`src/hw/rtl/ptm_pkg.sv`:
```
`timescale 1ns / 1ps
`default_nettype none
// ----------------------------------------------------------------------------
// ptm_pkg
// Types and constants shared by the process table blocks.
// ----------------------------------------------------------------------------
package ptm_pkg;

  localparam int NUM_SLOTS     = 16;
  localparam int MAILBOX_DEPTH = 8;
  localparam int SLOT_W        = $clog2(NUM_SLOTS);
  localparam int MB_W          = $clog2(MAILBOX_DEPTH);
  localparam int CNT_W         = $clog2(MAILBOX_DEPTH + 1);
  localparam int STORE_DEPTH   = NUM_SLOTS * MAILBOX_DEPTH;
  localparam int STORE_AW      = $clog2(STORE_DEPTH);

  localparam logic [7:0] NO_PARENT        = 8'hFF;
  localparam logic [7:0] DEFAULT_PRIO_RST = 8'd128;

  typedef enum logic [1:0] {
    ST_DEAD     = 2'd0,
    ST_READY    = 2'd1,
    ST_SLEEPING = 2'd2,
    ST_BLOCKED  = 2'd3
  } slot_state_t;

  typedef enum logic [3:0] {
    ACT_PARENT  = 4'd0,
    ACT_ID      = 4'd1,
    ACT_PRIO    = 4'd2,
    ACT_SETPRIO = 4'd3,
    ACT_SLEEP   = 4'd4,
    ACT_KILL    = 4'd5,
    ACT_YIELD   = 4'd6,
    ACT_SUSPEND = 4'd7,
    ACT_WAKE    = 4'd8,
    ACT_CREATE  = 4'd9,
    ACT_SEND    = 4'd10,
    ACT_CHECK   = 4'd11,
    ACT_POP     = 4'd12,
    ACT_QUIT    = 4'd13,
    ACT_RSV14   = 4'd14,
    ACT_RSV15   = 4'd15
  } action_t;

  typedef enum logic [3:0] {
    STS_OK       = 4'd0,
    STS_BAD_PRIO = 4'd1,
    STS_BAD_PID  = 4'd2,
    STS_DEAD     = 4'd3,
    STS_SELF     = 4'd4,
    STS_BLOCKED  = 4'd5,
    STS_SLEEPING = 4'd6,
    STS_NOT_BLK  = 4'd7,
    STS_FULL     = 4'd8,
    STS_MB_FULL  = 4'd9,
    STS_EMPTY    = 4'd10
  } status_t;

  localparam logic [1:0] REG_LOWEST  = 2'd0;
  localparam logic [1:0] REG_HIGHEST = 2'd1;
  localparam logic [1:0] REG_DEFAULT = 2'd2;

  typedef struct packed {
    logic [3:0]         action;
    logic [3:0]         caller;
    logic [7:0]         target_pid;
    logic signed [15:0] priority_value;
    logic [15:0]        start_pc;
    logic [15:0]        wait_ms;
    logic [7:0]         msg_content;
  } in_item_t;

  typedef struct packed {
    logic [3:0]  status;
    logic [15:0] value;
  } out_item_t;

  // Classified command handed from front to back.
  typedef struct packed {
    action_t     action;
    logic [3:0]  caller;
    logic [7:0]  target_pid;
    logic        prio_ok;
    logic [7:0]  prio;
    logic [15:0] start_pc;
    logic [15:0] wait_ms;
    logic [7:0]  msg_content;
  } cmd_t;

  typedef enum logic [1:0] {
    BK_IDLE = 2'd0,
    BK_READ = 2'd1,
    BK_OUT  = 2'd2
  } back_state_t;

endpackage

`default_nettype wire

```
`src/hw/rtl/ptm_ram.sv`:
```
`timescale 1ns / 1ps
`default_nettype none
// ----------------------------------------------------------------------------
// ptm_ram
// Generic single-port-write, single-port-read RAM with registered read.
// ----------------------------------------------------------------------------
module ptm_ram #(
  parameter int WIDTH = 16,
  parameter int DEPTH = 128
) (
  input  wire logic                     clk,
  input  wire logic                     we,
  input  wire logic [$clog2(DEPTH)-1:0] waddr,
  input  wire logic [WIDTH-1:0]         wdata,
  input  wire logic [$clog2(DEPTH)-1:0] raddr,
  output logic      [WIDTH-1:0]         rdata
);

  logic [WIDTH-1:0] mem [DEPTH];

  always_ff @(posedge clk) begin
    if (we) begin
      mem[waddr] <= wdata;
    end
    rdata <= mem[raddr];
  end

endmodule

`default_nettype wire

```
`src/hw/rtl/ptm_front.sv`:
```
`timescale 1ns / 1ps
`default_nettype none
// ----------------------------------------------------------------------------
// ptm_front
// Accepts command beats, checks the priority range and pushes classified
// commands into a two-entry queue for the back end.
// ----------------------------------------------------------------------------
module ptm_front
  import ptm_pkg::*;
(
  input  wire logic     clk,
  input  wire logic     rst,
  input  wire logic     in_valid,
  output logic          in_stall,
  input  wire in_item_t in_data,
  input  wire logic [7:0] lowest_priority,
  input  wire logic [7:0] highest_priority,
  output logic          q_valid,
  input  wire logic     q_pop,
  output cmd_t          q_data
);

  cmd_t       q_mem [2];
  logic       wr_ptr;
  logic       rd_ptr;
  logic [1:0] count;
  logic       push;
  logic       ge_lo;
  logic       le_hi;
  cmd_t       cmd;

  assign in_stall = (count == 2'd2);
  assign push     = in_valid && !in_stall;

  // 17-bit signed compares against the unsigned bounds
  assign ge_lo = $signed({in_data.priority_value[15], in_data.priority_value})
                 >= $signed({9'd0, lowest_priority});
  assign le_hi = $signed({in_data.priority_value[15], in_data.priority_value})
                 <= $signed({9'd0, highest_priority});

  always_comb begin
    cmd.action      = action_t'(in_data.action);
    cmd.caller      = in_data.caller;
    cmd.target_pid  = in_data.target_pid;
    cmd.prio_ok     = ge_lo && le_hi;
    cmd.prio        = in_data.priority_value[7:0];
    cmd.start_pc    = in_data.start_pc;
    cmd.wait_ms     = in_data.wait_ms;
    cmd.msg_content = in_data.msg_content;
  end

  always_ff @(posedge clk) begin
    if (push) begin
      q_mem[wr_ptr] <= cmd;
    end
  end

  always_ff @(posedge clk) begin
    if (rst) begin
      wr_ptr <= 1'b0;
      rd_ptr <= 1'b0;
      count  <= 2'd0;
    end else begin
      if (push) begin
        wr_ptr <= ~wr_ptr;
      end
      if (q_pop) begin
        rd_ptr <= ~rd_ptr;
      end
      count <= count + {1'b0, push} - {1'b0, q_pop};
    end
  end

  assign q_valid = (count != 2'd0);
  assign q_data  = q_mem[rd_ptr];

endmodule

`default_nettype wire

```
`src/hw/rtl/ptm_back.sv`:
```
`timescale 1ns / 1ps
`default_nettype none
// ----------------------------------------------------------------------------
// ptm_back
// Executes commands against the slot table and mailbox store, and holds the
// result beat in an output register.
// ----------------------------------------------------------------------------
module ptm_back
  import ptm_pkg::*;
(
  input  wire logic      clk,
  input  wire logic      rst,
  input  wire logic      q_valid,
  output logic           q_pop,
  input  wire cmd_t      q_data,
  input  wire logic [7:0] default_priority,
  output logic           out_valid,
  input  wire logic      out_stall,
  output out_item_t      out_data
);

  slot_state_t       slot_state    [NUM_SLOTS];
  logic [7:0]        slot_priority [NUM_SLOTS];
  logic [7:0]        slot_parent   [NUM_SLOTS];
  logic [15:0]       slot_entry    [NUM_SLOTS];
  logic [15:0]       slot_wait     [NUM_SLOTS];
  logic [CNT_W-1:0]  slot_count    [NUM_SLOTS];

  back_state_t state;
  back_state_t state_next;
  cmd_t        cur;

  logic              res_valid;
  out_item_t         res_data;

  logic [3:0]        status;
  logic [15:0]       value;
  logic              caller_ok;
  logic              tgt_ok;
  logic [SLOT_W-1:0] ci;
  logic [SLOT_W-1:0] ti;
  logic              free_found;
  logic [SLOT_W-1:0] free_idx;
  logic              pop_read;

  logic                ram_we;
  logic [STORE_AW-1:0] ram_waddr;
  logic [STORE_AW-1:0] ram_raddr;
  logic [15:0]         ram_rdata;

  assign ci        = cur.caller[SLOT_W-1:0];
  assign ti        = cur.target_pid[SLOT_W-1:0];
  assign caller_ok = {4'd0, cur.caller} < 8'(NUM_SLOTS);
  assign tgt_ok    = cur.target_pid < 8'(NUM_SLOTS);

  always_comb begin
    free_found = 1'b0;
    free_idx   = '0;
    for (int s = NUM_SLOTS - 1; s >= 0; s--) begin
      if (slot_state[s] == ST_DEAD) begin
        free_found = 1'b1;
        free_idx   = SLOT_W'(s);
      end
    end
  end

  // decision for the command in cur (evaluated in BK_READ)
  always_comb begin
    status   = STS_OK;
    value    = '0;
    pop_read = 1'b0;
    unique case (cur.action)
      ACT_PARENT: begin
        if (!caller_ok) status = STS_BAD_PID;
        else value = {8'd0, slot_parent[ci]};
      end
      ACT_ID: value = {12'd0, cur.caller};
      ACT_PRIO: begin
        if (!caller_ok) status = STS_BAD_PID;
        else value = {8'd0, slot_priority[ci]};
      end
      ACT_SETPRIO: begin
        if (!cur.prio_ok) status = STS_BAD_PRIO;
        else if (!tgt_ok) status = STS_BAD_PID;
        else if (slot_state[ti] == ST_DEAD) status = STS_DEAD;
      end
      ACT_SLEEP, ACT_CHECK, ACT_QUIT: begin
        if (!caller_ok) status = STS_BAD_PID;
        else if (cur.action == ACT_CHECK) value = {15'd0, slot_count[ci] != '0};
      end
      ACT_KILL, ACT_SUSPEND, ACT_WAKE: begin
        if (cur.target_pid == {4'd0, cur.caller}) status = STS_SELF;
        else if (!tgt_ok) status = STS_BAD_PID;
        else if (slot_state[ti] == ST_DEAD) status = STS_DEAD;
        else if (cur.action == ACT_SUSPEND) begin
          if (slot_state[ti] == ST_BLOCKED) status = STS_BLOCKED;
          else if (slot_state[ti] == ST_SLEEPING) status = STS_SLEEPING;
        end else if (cur.action == ACT_WAKE) begin
          if (slot_state[ti] != ST_BLOCKED) status = STS_NOT_BLK;
        end
      end
      ACT_CREATE: begin
        if (!cur.prio_ok) status = STS_BAD_PRIO;
        else if (!free_found) status = STS_FULL;
        else value = {{(16 - SLOT_W){1'b0}}, free_idx};
      end
      ACT_SEND: begin
        if (!tgt_ok) status = STS_BAD_PID;
        else if (slot_state[ti] == ST_DEAD) status = STS_DEAD;
        else if (slot_count[ti] >= CNT_W'(MAILBOX_DEPTH)) status = STS_MB_FULL;
      end
      ACT_POP: begin
        if (!caller_ok) status = STS_BAD_PID;
        else if (slot_count[ci] == '0) status = STS_EMPTY;
        else pop_read = 1'b1;
      end
      default: ;
    endcase
  end

  // mailbox store: read address set up while the command is latched
  assign ram_raddr = {ci, MB_W'(slot_count[ci] - 1'b1)};
  assign ram_waddr = {ti, slot_count[ti][MB_W-1:0]};
  assign ram_we    = (state == BK_READ) && (cur.action == ACT_SEND) && (status == STS_OK);

  ptm_ram #(.WIDTH(16), .DEPTH(STORE_DEPTH)) u_store (
    .clk   (clk),
    .we    (ram_we),
    .waddr (ram_waddr),
    .wdata ({cur.msg_content, 4'd0, cur.caller}),
    .raddr (ram_raddr),
    .rdata (ram_rdata)
  );

  always_comb begin
    state_next = state;
    unique case (state)
      BK_IDLE: if (q_valid) state_next = BK_READ;
      BK_READ: state_next = BK_OUT;
      BK_OUT:  if (!res_valid || !out_stall) state_next = BK_IDLE;
      default: state_next = BK_IDLE;
    endcase
  end

  assign q_pop = (state == BK_IDLE) && q_valid;

  always_ff @(posedge clk) begin
    if (rst) begin
      state <= BK_IDLE;
    end else begin
      state <= state_next;
    end
  end

  always_ff @(posedge clk) begin
    if (q_pop) begin
      cur <= q_data;
    end
  end

  // slot table update and pending result
  logic [3:0]  pend_status;
  logic        pend_pop;
  logic [15:0] pend_value;

  always_ff @(posedge clk) begin
    if (state == BK_READ) begin
      pend_status <= status;
      pend_value  <= value;
      pend_pop    <= pop_read;
    end else if (state == BK_OUT && pend_pop) begin
      // the read address moves once the count drops, so keep the word
      pend_value <= ram_rdata;
      pend_pop   <= 1'b0;
    end
  end

  always_ff @(posedge clk) begin
    if (rst) begin
      for (int s = 0; s < NUM_SLOTS; s++) begin
        slot_state[s]    <= ST_DEAD;
        slot_priority[s] <= DEFAULT_PRIO_RST;
        slot_parent[s]   <= NO_PARENT;
        slot_entry[s]    <= '0;
        slot_wait[s]     <= '0;
        slot_count[s]    <= '0;
      end
    end else if (state == BK_READ && status == STS_OK) begin
      unique case (cur.action)
        ACT_SETPRIO: slot_priority[ti] <= cur.prio;
        ACT_SLEEP: begin
          slot_state[ci] <= ST_SLEEPING;
          slot_wait[ci]  <= cur.wait_ms;
        end
        ACT_KILL, ACT_QUIT: begin
          if (cur.action == ACT_KILL) begin
            slot_state[ti]    <= ST_DEAD;
            slot_priority[ti] <= default_priority;
            slot_parent[ti]   <= NO_PARENT;
            slot_entry[ti]    <= '0;
            slot_wait[ti]     <= '0;
            slot_count[ti]    <= '0;
          end else begin
            slot_state[ci]    <= ST_DEAD;
            slot_priority[ci] <= default_priority;
            slot_parent[ci]   <= NO_PARENT;
            slot_entry[ci]    <= '0;
            slot_wait[ci]     <= '0;
            slot_count[ci]    <= '0;
          end
        end
        ACT_SUSPEND: slot_state[ti] <= ST_BLOCKED;
        ACT_WAKE:    slot_state[ti] <= ST_READY;
        ACT_CREATE: begin
          slot_parent[free_idx]   <= {4'd0, cur.caller};
          slot_entry[free_idx]    <= cur.start_pc;
          slot_priority[free_idx] <= cur.prio;
          slot_state[free_idx]    <= ST_READY;
        end
        ACT_SEND: slot_count[ti] <= slot_count[ti] + 1'b1;
        ACT_POP:  slot_count[ci] <= slot_count[ci] - 1'b1;
        default: ;
      endcase
    end
  end

  // output register
  always_ff @(posedge clk) begin
    if (rst) begin
      res_valid <= 1'b0;
    end else if (state == BK_OUT && (!res_valid || !out_stall)) begin
      res_valid <= 1'b1;
    end else if (!out_stall) begin
      res_valid <= 1'b0;
    end
  end

  always_ff @(posedge clk) begin
    if (state == BK_OUT && (!res_valid || !out_stall)) begin
      res_data.status <= pend_status;
      res_data.value  <= pend_pop ? ram_rdata : pend_value;
    end
  end

  assign out_valid = res_valid;
  assign out_data  = res_data;

endmodule

`default_nettype wire

```
`src/hw/rtl/process_table_with_mailboxes.sv`:
```
`timescale 1ns / 1ps
`default_nettype none
// ----------------------------------------------------------------------------
// process_table_with_mailboxes
// Process table with per-slot LIFO mailboxes, one result beat per command.
// ----------------------------------------------------------------------------
// Each command beat yields one result beat. The front end checks the priority
// range and queues up to two commands; the back end steps each command through
// latch, table update with mailbox access and result register, and takes no
// new command until the last one's result is registered, which waits while a
// stalled result holds the output. The mailbox store needs no clearing pass
// after reset.
module process_table_with_mailboxes
  import ptm_pkg::*;
(
  input  wire logic      clk,
  input  wire logic      rst,
  input  wire logic      in_valid,
  output logic           in_stall,
  input  wire in_item_t  in_data,
  output logic           out_valid,
  input  wire logic      out_stall,
  output out_item_t      out_data,
  input  wire logic      cfg_we,
  input  wire logic [1:0] cfg_index,
  input  wire logic [7:0] cfg_data
);

  logic [7:0] lowest_priority;
  logic [7:0] highest_priority;
  logic [7:0] default_priority;
  logic       q_valid;
  logic       q_pop;
  cmd_t       q_data;

  always_ff @(posedge clk) begin
    if (rst) begin
      lowest_priority  <= 8'd0;
      highest_priority <= 8'd255;
      default_priority <= 8'd128;
    end else if (cfg_we) begin
      case (cfg_index)
        REG_LOWEST:  lowest_priority  <= cfg_data;
        REG_HIGHEST: highest_priority <= cfg_data;
        REG_DEFAULT: default_priority <= cfg_data;
        default: ;
      endcase
    end
  end

  ptm_front u_front (
    .clk              (clk),
    .rst              (rst),
    .in_valid         (in_valid),
    .in_stall         (in_stall),
    .in_data          (in_data),
    .lowest_priority  (lowest_priority),
    .highest_priority (highest_priority),
    .q_valid          (q_valid),
    .q_pop            (q_pop),
    .q_data           (q_data)
  );

  ptm_back u_back (
    .clk              (clk),
    .rst              (rst),
    .q_valid          (q_valid),
    .q_pop            (q_pop),
    .q_data           (q_data),
    .default_priority (default_priority),
    .out_valid        (out_valid),
    .out_stall        (out_stall),
    .out_data         (out_data)
  );

  // a result beat that is stalled must hold
  assert property (@(posedge clk) disable iff (rst)
    out_valid && out_stall |=> out_valid && $stable(out_data))
    else $error("result beat changed while stalled");

  // the queue only hands over when it holds something
  assert property (@(posedge clk) disable iff (rst) q_pop |-> q_valid)
    else $error("queue popped while empty");

  // a non-ok status always carries value zero
  assert property (@(posedge clk) disable iff (rst)
    out_valid && out_data.status != STS_OK |-> out_data.value == 16'd0)
    else $error("error status with nonzero value");

endmodule

`default_nettype wire
```
`config.mk`:
```
export PLATFORM = sky130hd
export DESIGN_NAME = process_table_with_mailboxes
export DESIGN_NICKNAME = d
export VERILOG_FILES = /design/src/hw/rtl/ptm_pkg.sv /design/src/hw/rtl/ptm_ram.sv /design/src/hw/rtl/ptm_front.sv /design/src/hw/rtl/ptm_back.sv /design/src/hw/rtl/process_table_with_mailboxes.sv
export SDC_FILE = /design/constraint.sdc
export NUM_CORES = 2
export LEC_CHECK = 0
export ABC_AREA = 1
export BUFFER_PORTS_ARGS = -buffer_cell sky130_fd_sc_hd__buf_4
export CAP_MARGIN = 20
export CELL_PAD_IN_SITES_DETAIL_PLACEMENT = 0
export CELL_PAD_IN_SITES_GLOBAL_PLACEMENT = 1
export CORE_MARGIN = 1
export CORE_UTILIZATION = 47
export DETAILED_ROUTE_END_ITERATION = 16
export GPL_TIMING_DRIVEN = 0
export PLACE_DENSITY_LB_ADDON = 0.1
export SYNTH_ARGS = -nofsm -noshare
export SYNTH_HDL_FRONTEND = slang
export SYNTH_SLANG_ARGS = --single-unit
```
`constraint.sdc`:
```
create_clock -name clk -period 6.09 [get_ports clk]
set_clock_uncertainty 0.05 [all_clocks]
set_input_delay 0.609 -clock clk [delete_from_list [all_inputs] [get_ports clk]]
set_output_delay 0.609 -clock clk [all_outputs]
set_load 0.05 [all_outputs]
```
# After elaboration in Yosys (flattened, before gate mapping)
# Memory sizes are Yosys's and may differ from the RTL's. A register that Yosys moved wholly into a read port is not among the register bits.
# Cells that the tools add are included.
[totals]
reg_bits = 88
mem_bits_rw = 2018
input_bits = 87
out_inout_bits = 22
mem_count = 6
[classes]
addsub = 4
order_cmp = 4
eq_ne = 24
mux = 149
bitwise = 8
reduce_logical = 55
[memory_table]
columns = ["memory", "words", "width", "rd", "rd_ports_with_merged_regs", "wr", "line_no", "source"]
rows = [
  ["u_back.u_store.mem", 128, 12, 1, 1, 1, "ptm_ram.sv:19", "logic [WIDTH-1:0] mem [DEPTH];"],
  ["u_front.q_mem", 2, 65, 1, 1, 1, "ptm_front.sv:23", "cmd_t q_mem [2];"],
  ["u_back.slot_parent", 16, 8, 1, 0, 16, "ptm_back.sv:24", "logic [7:0] slot_parent [NUM_SLOTS];"],
  ["u_back.slot_priority", 16, 8, 1, 0, 16, "ptm_back.sv:23", "logic [7:0] slot_priority [NUM_SLOTS];"],
  ["u_back.slot_count", 16, 4, 2, 0, 16, "ptm_back.sv:27", "logic [CNT_W-1:0] slot_count [NUM_SLOTS];"],
  ["u_back.slot_state", 16, 2, 17, 0, 16, "ptm_back.sv:22", "slot_state_t slot_state [NUM_SLOTS];"],
]
[ops]
columns = ["op", "count"]
rows = [
  ["4-bit two-way mux", 46],
  ["16-bit case mux with 5 select lines", 1],
  ["1-bit two-way mux", 78],
  ["16-bit two-way mux", 4],
  ["8-bit two-way mux", 7],
  ["8-bit OR reduction", 6],
  ["2-bit logical NOT", 19],
  ["4-bit == test, second input constant", 6],
  ["4-bit case mux with 5 select lines", 1],
  ["2-bit two-way mux", 9],
  ["16-bit by 9-bit >= comparator with 1-bit output", 1],
  ["16-bit by 9-bit less-or-equal comparator with 1-bit output", 1],
  ["4-bit by 3-bit == test with 1-bit output, second input constant", 3],
  ["4-bit logical NOT", 3],
  ["2-bit == test, second input constant", 5],
  ["4-bit by 2-bit == test with 1-bit output, second input constant", 2],
  ["8-bit by 4-bit == test with 1-bit output", 1],
  ["1-bit logical AND", 8],
  ["8-bit by 5-bit < comparator with 1-bit output, second input constant", 1],
  ["2-bit AND reduction", 4],
  ["2-bit OR reduction", 4],
  ["4-bit OR reduction", 2],
  ["3-bit two-way mux", 2],
  ["2-bit by 1-bit inequality test with 1-bit output, second input constant", 3],
  ["16 further kinds", 27],
]

# Depth between registers and ports, before layout
# An unclocked memory read counts as a cell.
[depth]
ltp_word = 31
mapped_depth = 33
mapped_depth_nobuf = 28

# Hierarchy
# A second synthesis with hierarchy kept.
[hier_totals]
hier_cells = 9244
area_unflattened_um2 = 108668.0
[modules_own_cells]
columns = ["mod", "instances", "cells_each", "area_each_um2"]
rows = [
  ["ptm_ram", 1, 6793, 82828.2],
  ["ptm_back", 1, 2000, 19214.7],
  ["ptm_front", 1, 311, 5601.6],
  ["process_table_with_mailboxes", 1, 140, 1023.5],
]

# Least setup slack after synthesis
# No wires, ideal clock.
[synth_path]
path_type = "reg-to-reg"
startpoint = "register u_back.ci[1] (netlist name)"
endpoint = "memory u_back.u_store.mem[102][0] (netlist bit), enable pin"
setup_ns = 0.380
arrival_time_ns = 6.252
t_required_ns = 5.660
slack_ns = -0.592
path_stages_with_launch = 27
n_path_buf = 7
cell_sequence = "edfxtp_1 -> clkinv_1 -> clkbuf_1 -> nor2_1 -> o21ai_0 -> o211ai_1 -> nand3_1 -> nand2_1 -> inv_1 -> buf_2 -> buf_2 -> buf_2 -> clkbuf_1 -> ha_1 -> inv_1 -> nor2_1 -> nand3_1 -> nand3_1 -> nor2_1 -> nand3_1 -> nor2_4 -> buf_2 -> nand2_1 -> nor2_1 -> nand2_1 -> clkbuf_1 -> nor2_1"
[synth_between]
elab_chain_cells = 8
[synth_lines]
columns = ["item", "line_no", "source"]
rows = [
  ["memory read 16 x 4 bit", "-", ""],
  ["4-bit logical NOT", "ptm_back.sv:114", "else if (slot_count[ci] == '0) status = STS_EMPTY;"],
  ["4-bit two-way mux", "ptm_back.sv:114", ""],
  ["4-bit case mux with 5 select lines (*)", "ptm_back.sv:72", "unique case (cur.action)"],
  ["net u_back.status[3]", "ptm_back.sv:36", "logic [3:0] status;"],
  ["4-bit logical NOT (*)", "ptm_back.sv:124", "assign ram_we = (state == BK_READ) && (cur.action == ACT_SEND) && (status == STS_OK);"],
  ["1-bit logical AND (*)", "ptm_back.sv:124", ""],
  ["1-bit two-way mux (*)", "ptm_ram.sv:22", "if (we) begin"],
  ["1-bit two-way mux (implied by the code) (*)", "ptm_ram.sv:23", "mem[waddr] <= wdata;"],
  ["to (decl)", "ptm_ram.sv:19", ""],
]
# The timed path passes the listed nets; every way through them passes the cells marked *.

# Final worst setup path
[layout_path]
startpoint = "register u_back.ci[3] (netlist name)"
endpoint = "register u_back.u_store.rdata[9], read port of u_back.u_store.mem"
[layout_between]
elab_chain_cells = 2
[layout_lines]
columns = ["item", "line_no", "source"]
rows = [
  ["memory read 16 x 4 bit", "-", ""],
  ["4-bit by 1-bit subtractor with 4-bit output", "-", ""],
  ["to (decl)", "ptm_ram.sv:16", "output logic [WIDTH-1:0] rdata"],
]
# Parallel ways exist; a longest one is shown, timed or not.
# A chain may end at the register's enable or synchronous reset.

==> flow_results.xml <==
<?xml version="1.0" encoding="UTF-8"?>
<metrics>
  <group name="logic_synthesis">
    <metric name="post_synth_edffs" unit="">1980</metric>
    <metric name="synth.mux.area_fraction" unit="%">0.0121</metric>
    <metric name="seq_area_frac_synth" unit="%">72.7</metric>
    <metric name="count_of_mapped_cells_out_of_synthesis" unit="">6902</metric>
    <metric name="synth_cell_types" unit="">45</metric>
    <metric name="post_synth_and_or_nand_nor_area_fraction" unit="%">11.1</metric>
    <metric name="main_combinational_cell_family_by_area_after_synthesis" unit="">compound AO/OA/AOI/OAI gates</metric>
    <metric name="mappedNetlistNets" unit="">7010</metric>
    <metric name="ys_dominant_reg_cell" unit="">sky130_fd_sc_hd__edfxtp_1</metric>
    <metric name="xor_xnor_fraction_of_synth_area" unit="%">0.0845</metric>
    <metric name="synthesis.area_per_instance" unit="sq um">12.0</metric>
    <metric name="proportion_of_synthesized_flip_flops_having_asynchronous_set_or_reset" unit="%">0</metric>
    <metric name="synth-compound-area-share" unit="%">12.8</metric>
    <metric name="yosys_warn_count" unit="">0</metric>
    <metric name="mappedNetlistArea" unit="sq um">83000</metric>
    <metric name="yosys.area_share.adder" unit="%">0.317</metric>
    <metric name="synth-seq-cells" unit="">2023</metric>
  </group>
  <group name="detailed_routing">
    <metric name="route.detailed.drc" unit="">0</metric>
    <metric name="routed-wl-met3" unit="um">33900</metric>
    <metric name="topRoutingLayerUsed" unit="">met5</metric>
    <metric name="detailedRoute.firstPassIterationCount" unit="">7</metric>
    <metric name="via_count" unit="">61735</metric>
    <metric name="antenna_left" unit="">0</metric>
    <metric name="drt_wl_total" unit="um">318000</metric>
    <metric name="route.met2.wl" unit="um">142000</metric>
    <metric name="detail_route.vias_per_cell" unit="">6.18</metric>
    <metric name="dr_wl_cell" unit="um">31.8</metric>
    <metric name="route.layer.met1.wl" unit="um">123000</metric>
    <metric name="detail_route.iter0.violations" unit="">8981</metric>
  </group>
  <group name="setup_path">
    <metric name="crit_path_start_kind" unit="">register</metric>
    <metric name="setup.worst_path.class" unit="">reg2reg</metric>
    <metric name="worst_path_max_delay_cell" unit="">sky130_fd_sc_hd__o21bai_1</metric>
    <metric name="nature_of_the_critical_path_endpoint" unit="">register</metric>
    <metric name="worst-endpoint-arrival" unit="ns">6.80</metric>
    <metric name="critical_path_peak_fanout" unit="">20</metric>
    <metric name="max_stage_delay" unit="ns">0.63</metric>
    <metric name="cp.required" unit="ns">6.73</metric>
    <metric name="critPathTopFamily" unit="">buffers and inverters</metric>
    <metric name="critical_path_buf_inv_count" unit="">15</metric>
  </group>
  <group name="die">
    <metric name="io_pins" unit="">109</metric>
    <metric name="chipHeight" unit="um">422</metric>
    <metric name="core_area" unit="sq um">175000</metric>
    <metric name="row_count" unit="">153</metric>
    <metric name="floorplan.die_area" unit="sq um">178000</metric>
    <metric name="die_w" unit="um">422</metric>
    <metric name="floorplan.initialDensity" unit="%">47.5</metric>
  </group>
  <group name="timing">
    <metric name="final_max_slew_viol_count" unit="">0</metric>
    <metric name="timing.fmax" unit="MHz">162</metric>
    <metric name="layout_worst_path_cycle_share" unit="%">101</metric>
    <metric name="fin_crit" unit="ns">6.17</metric>
    <metric name="rsz0062_at_grt" unit="">yes</metric>
    <metric name="setup_viol_count_final" unit="">6</metric>
    <metric name="postLayoutSetupSlackWorst" unit="ns">-0.0790</metric>
    <metric name="final-hold-violation-count" unit="">0</metric>
    <metric name="tns" unit="ns">-0.219</metric>
    <metric name="slew_hr" unit="%">14.1</metric>
    <metric name="timing_worst_slew_pin_value" unit="ns">1.29</metric>
  </group>
  <group name="final_layout">
    <metric name="most_common_cell_after_layout_fill_and_taps_aside" unit="">sky130_fd_sc_hd__edfxtp_1</metric>
    <metric name="fillers" unit="">14499</metric>
    <metric name="final_core_util" unit="%">57.4</metric>
    <metric name="final_layout_size_suffix_gt1_share" unit="%">13.5</metric>
    <metric name="net_count_of_the_finished_layout" unit="">7571</metric>
    <metric name="syn2layout_area_growth" unit="%">20.8</metric>
    <metric name="layout.cells.most_common_list" unit="">sky130_fd_sc_hd__edfxtp_1 (1980), sky130_fd_sc_hd__nor2_1 (1382), sky130_fd_sc_hd__o21ai_0 (1139), sky130_fd_sc_hd__nand2_1 (580), sky130_fd_sc_hd__o22ai_1 (396)</metric>
    <metric name="layout.cells.non_filler" unit="">9984</metric>
  </group>
  <group name="status">
    <metric name="outcome" unit="">complete, but fails checks</metric>
    <metric name="failing_checks" unit="">setup timing</metric>
  </group>
  <group name="grt">
    <metric name="pin_count_of_the_biggest_net_entering_global_routing" unit="">32</metric>
    <metric name="antenna_found_initial" unit="">25</metric>
    <metric name="total_gr_overflow" unit="">0</metric>
    <metric name="grt_use_total" unit="%">35.1</metric>
    <metric name="wire_length_of_the_first_global_routing_pass" unit="um">440000</metric>
    <metric name="grt_pass1_vias" unit="">58173</metric>
  </group>
  <group name="placed_design">
    <metric name="place_congestion" unit="">1.00</metric>
    <metric name="port_buffers" unit="">75</metric>
    <metric name="dp_cells" unit="">9444</metric>
    <metric name="placement.setup.worst_slack" unit="ns">-2.66</metric>
    <metric name="dpl.hpwl" unit="um">230000</metric>
  </group>
  <group name="clock_network">
    <metric name="max-clock-path-buffers" unit="">3</metric>
    <metric name="cts_inserted_buffers" unit="">209</metric>
    <metric name="path_clk_slew" unit="ns">0.06</metric>
    <metric name="clkSinkCount" unit="">2023</metric>
    <metric name="htree_levels" unit="">4</metric>
    <metric name="tritoncts" unit="">yes</metric>
    <metric name="clockRootBuffer" unit="">sky130_fd_sc_hd__clkbuf_16</metric>
    <metric name="insertion_delay" unit="ns">0.87</metric>
  </group>
  <group name="job">
    <metric name="cap_viol_max_count" unit="">0</metric>
  </group>
  <group name="min_path">
    <metric name="hold_path.class" unit="">in2reg</metric>
  </group>
</metrics>
cell families after synthesis:
| kind of cell | after synthesis |
|---|---|
| and+or+nand+nor | 2345 |
| DFF | 2023 |
| AOI/OAI and AO/OA | 1867 |
| buffers and inverters | 637 |
| adders and majority gates | 21 |
| xor gates and xnor gates | 8 |
| muxes | 1 |
layer usage:
metal  vias to the layer above  track usage (%)
met4                        18             17.9
li1                      26405                -
met1                     30931             47.4
met3                       739             8.06
met5                         -                0
met2                      3642             53.3
worst register-to-register path, stage by stage, from the launching register on:
cell                       delay [ns]
sky130_fd_sc_hd__edfxtp_1        0.41
sky130_fd_sc_hd__buf_12          0.17
sky130_fd_sc_hd__buf_16          0.17
sky130_fd_sc_hd__inv_1           0.60
sky130_fd_sc_hd__nand3_1         0.27
sky130_fd_sc_hd__nand2_4         0.20
sky130_fd_sc_hd__inv_2           0.12
sky130_fd_sc_hd__buf_6           0.16
sky130_fd_sc_hd__buf_8           0.19
sky130_fd_sc_hd__buf_6           0.22
sky130_fd_sc_hd__clkbuf_8        0.20
sky130_fd_sc_hd__ha_4            0.18
sky130_fd_sc_hd__inv_1           0.05
sky130_fd_sc_hd__nor2_1          0.08
sky130_fd_sc_hd__nor2_4          0.28
sky130_fd_sc_hd__buf_6           0.20
sky130_fd_sc_hd__inv_1           0.14
sky130_fd_sc_hd__clkbuf_2        0.23
sky130_fd_sc_hd__buf_16          0.20
sky130_fd_sc_hd__clkbuf_8        0.27
sky130_fd_sc_hd__clkbuf_4        0.27
sky130_fd_sc_hd__o21bai_1        0.63
sky130_fd_sc_hd__o211ai_1        0.20
sky130_fd_sc_hd__nand3_1         0.16
sky130_fd_sc_hd__nand2_1         0.09
sky130_fd_sc_hd__nand2_1         0.07
sky130_fd_sc_hd__nand2_1         0.19
flip-flops by register name, summed over array words and instances, names as in the netlist, 16 cells and up:
signal                count
u_back.cur               29
u_back.out_data          20
u_back.pend_value        16
u_back.slot_count        64
u_back.slot_parent       80
u_back.slot_priority    128
u_back.slot_state        32
u_back.u_store.mem     1536
u_front.q_mem            66
final cells by class:
type                    instances  area (sq um)  share of cell area (%)
inverters                     170           653                   0.652
clock inverters               137          1540                    1.54
diodes                         14          35.0                  0.0350
multi-input cells            4242         21800                    21.7
repair buffers                355          5480                    5.47
well taps                    2325          2910                    2.90
plain buffers                 462          2080                    2.07
clock buffers                 256          5430                    5.42
flip-flops and latches       2023         60300                    60.2
path summary, 6_finish.rpt:
path | slack, ns | from | cells past startpoint | to
max | -0.08 | u_back.ci[3] | 26 | u_back.u_store.rdata[9]
min | 0.08 | cfg_index[0] | 4 | lowest_priority[0]
max reg2reg | -0.08 | u_back.ci[3] | 26 | u_back.u_store.rdata[9]
min reg2reg | 0.39 | u_back.pend_status[0] | 0 | u_back.out_data[16]
metrics by stage:
stage	hold WS (ns)	instance area [sq um]
after floorplan	0.350	83800
after global placement	0.365	87200
after detailed placement	0.357	90200
after CTS	0.0412	99600
after global routing	0.0886	100000
final	0.0832	100000
Yosys cell counts (all sizes together), types with 2 or more instances:
cell type	instances	share of area, %
edfxtp	1980	72
nor2	1524	7.0
o21ai	1171	7.1
nand2	633	2.9
o22ai	399	3.0
clkbuf	395	1.8
inv	167	0.76
nand3	145	0.89
o221ai	107	1.1
buf	72	0.42
o211ai	63	0.57
a21oi	52	0.33
dfxtp	43	1.0
o21bai	37	0.33
nor3	22	0.13
a22oi	21	0.19
ha	21	0.32
nand4	18	0.14
xor2	5	0.053
o2111ai	4	0.042
o31ai	4	0.036
a21boi	3	0.027
clkinv	3	0.014
nor4	3	0.023
xnor2	3	0.032
o41ai	2	0.021
repair_timing:
action,CTS,global route
hold endpoints to repair,79,0
pin swaps,47,17
gates resized for setup,220,61
hold buffers,41,0
endpoints found under the setup margin,2156,1895
setup buffers,72,18
Power is left out: the tool's default activity adds up to more than one toggle a clock period on the data nets, which glitch-free logic cannot reach.
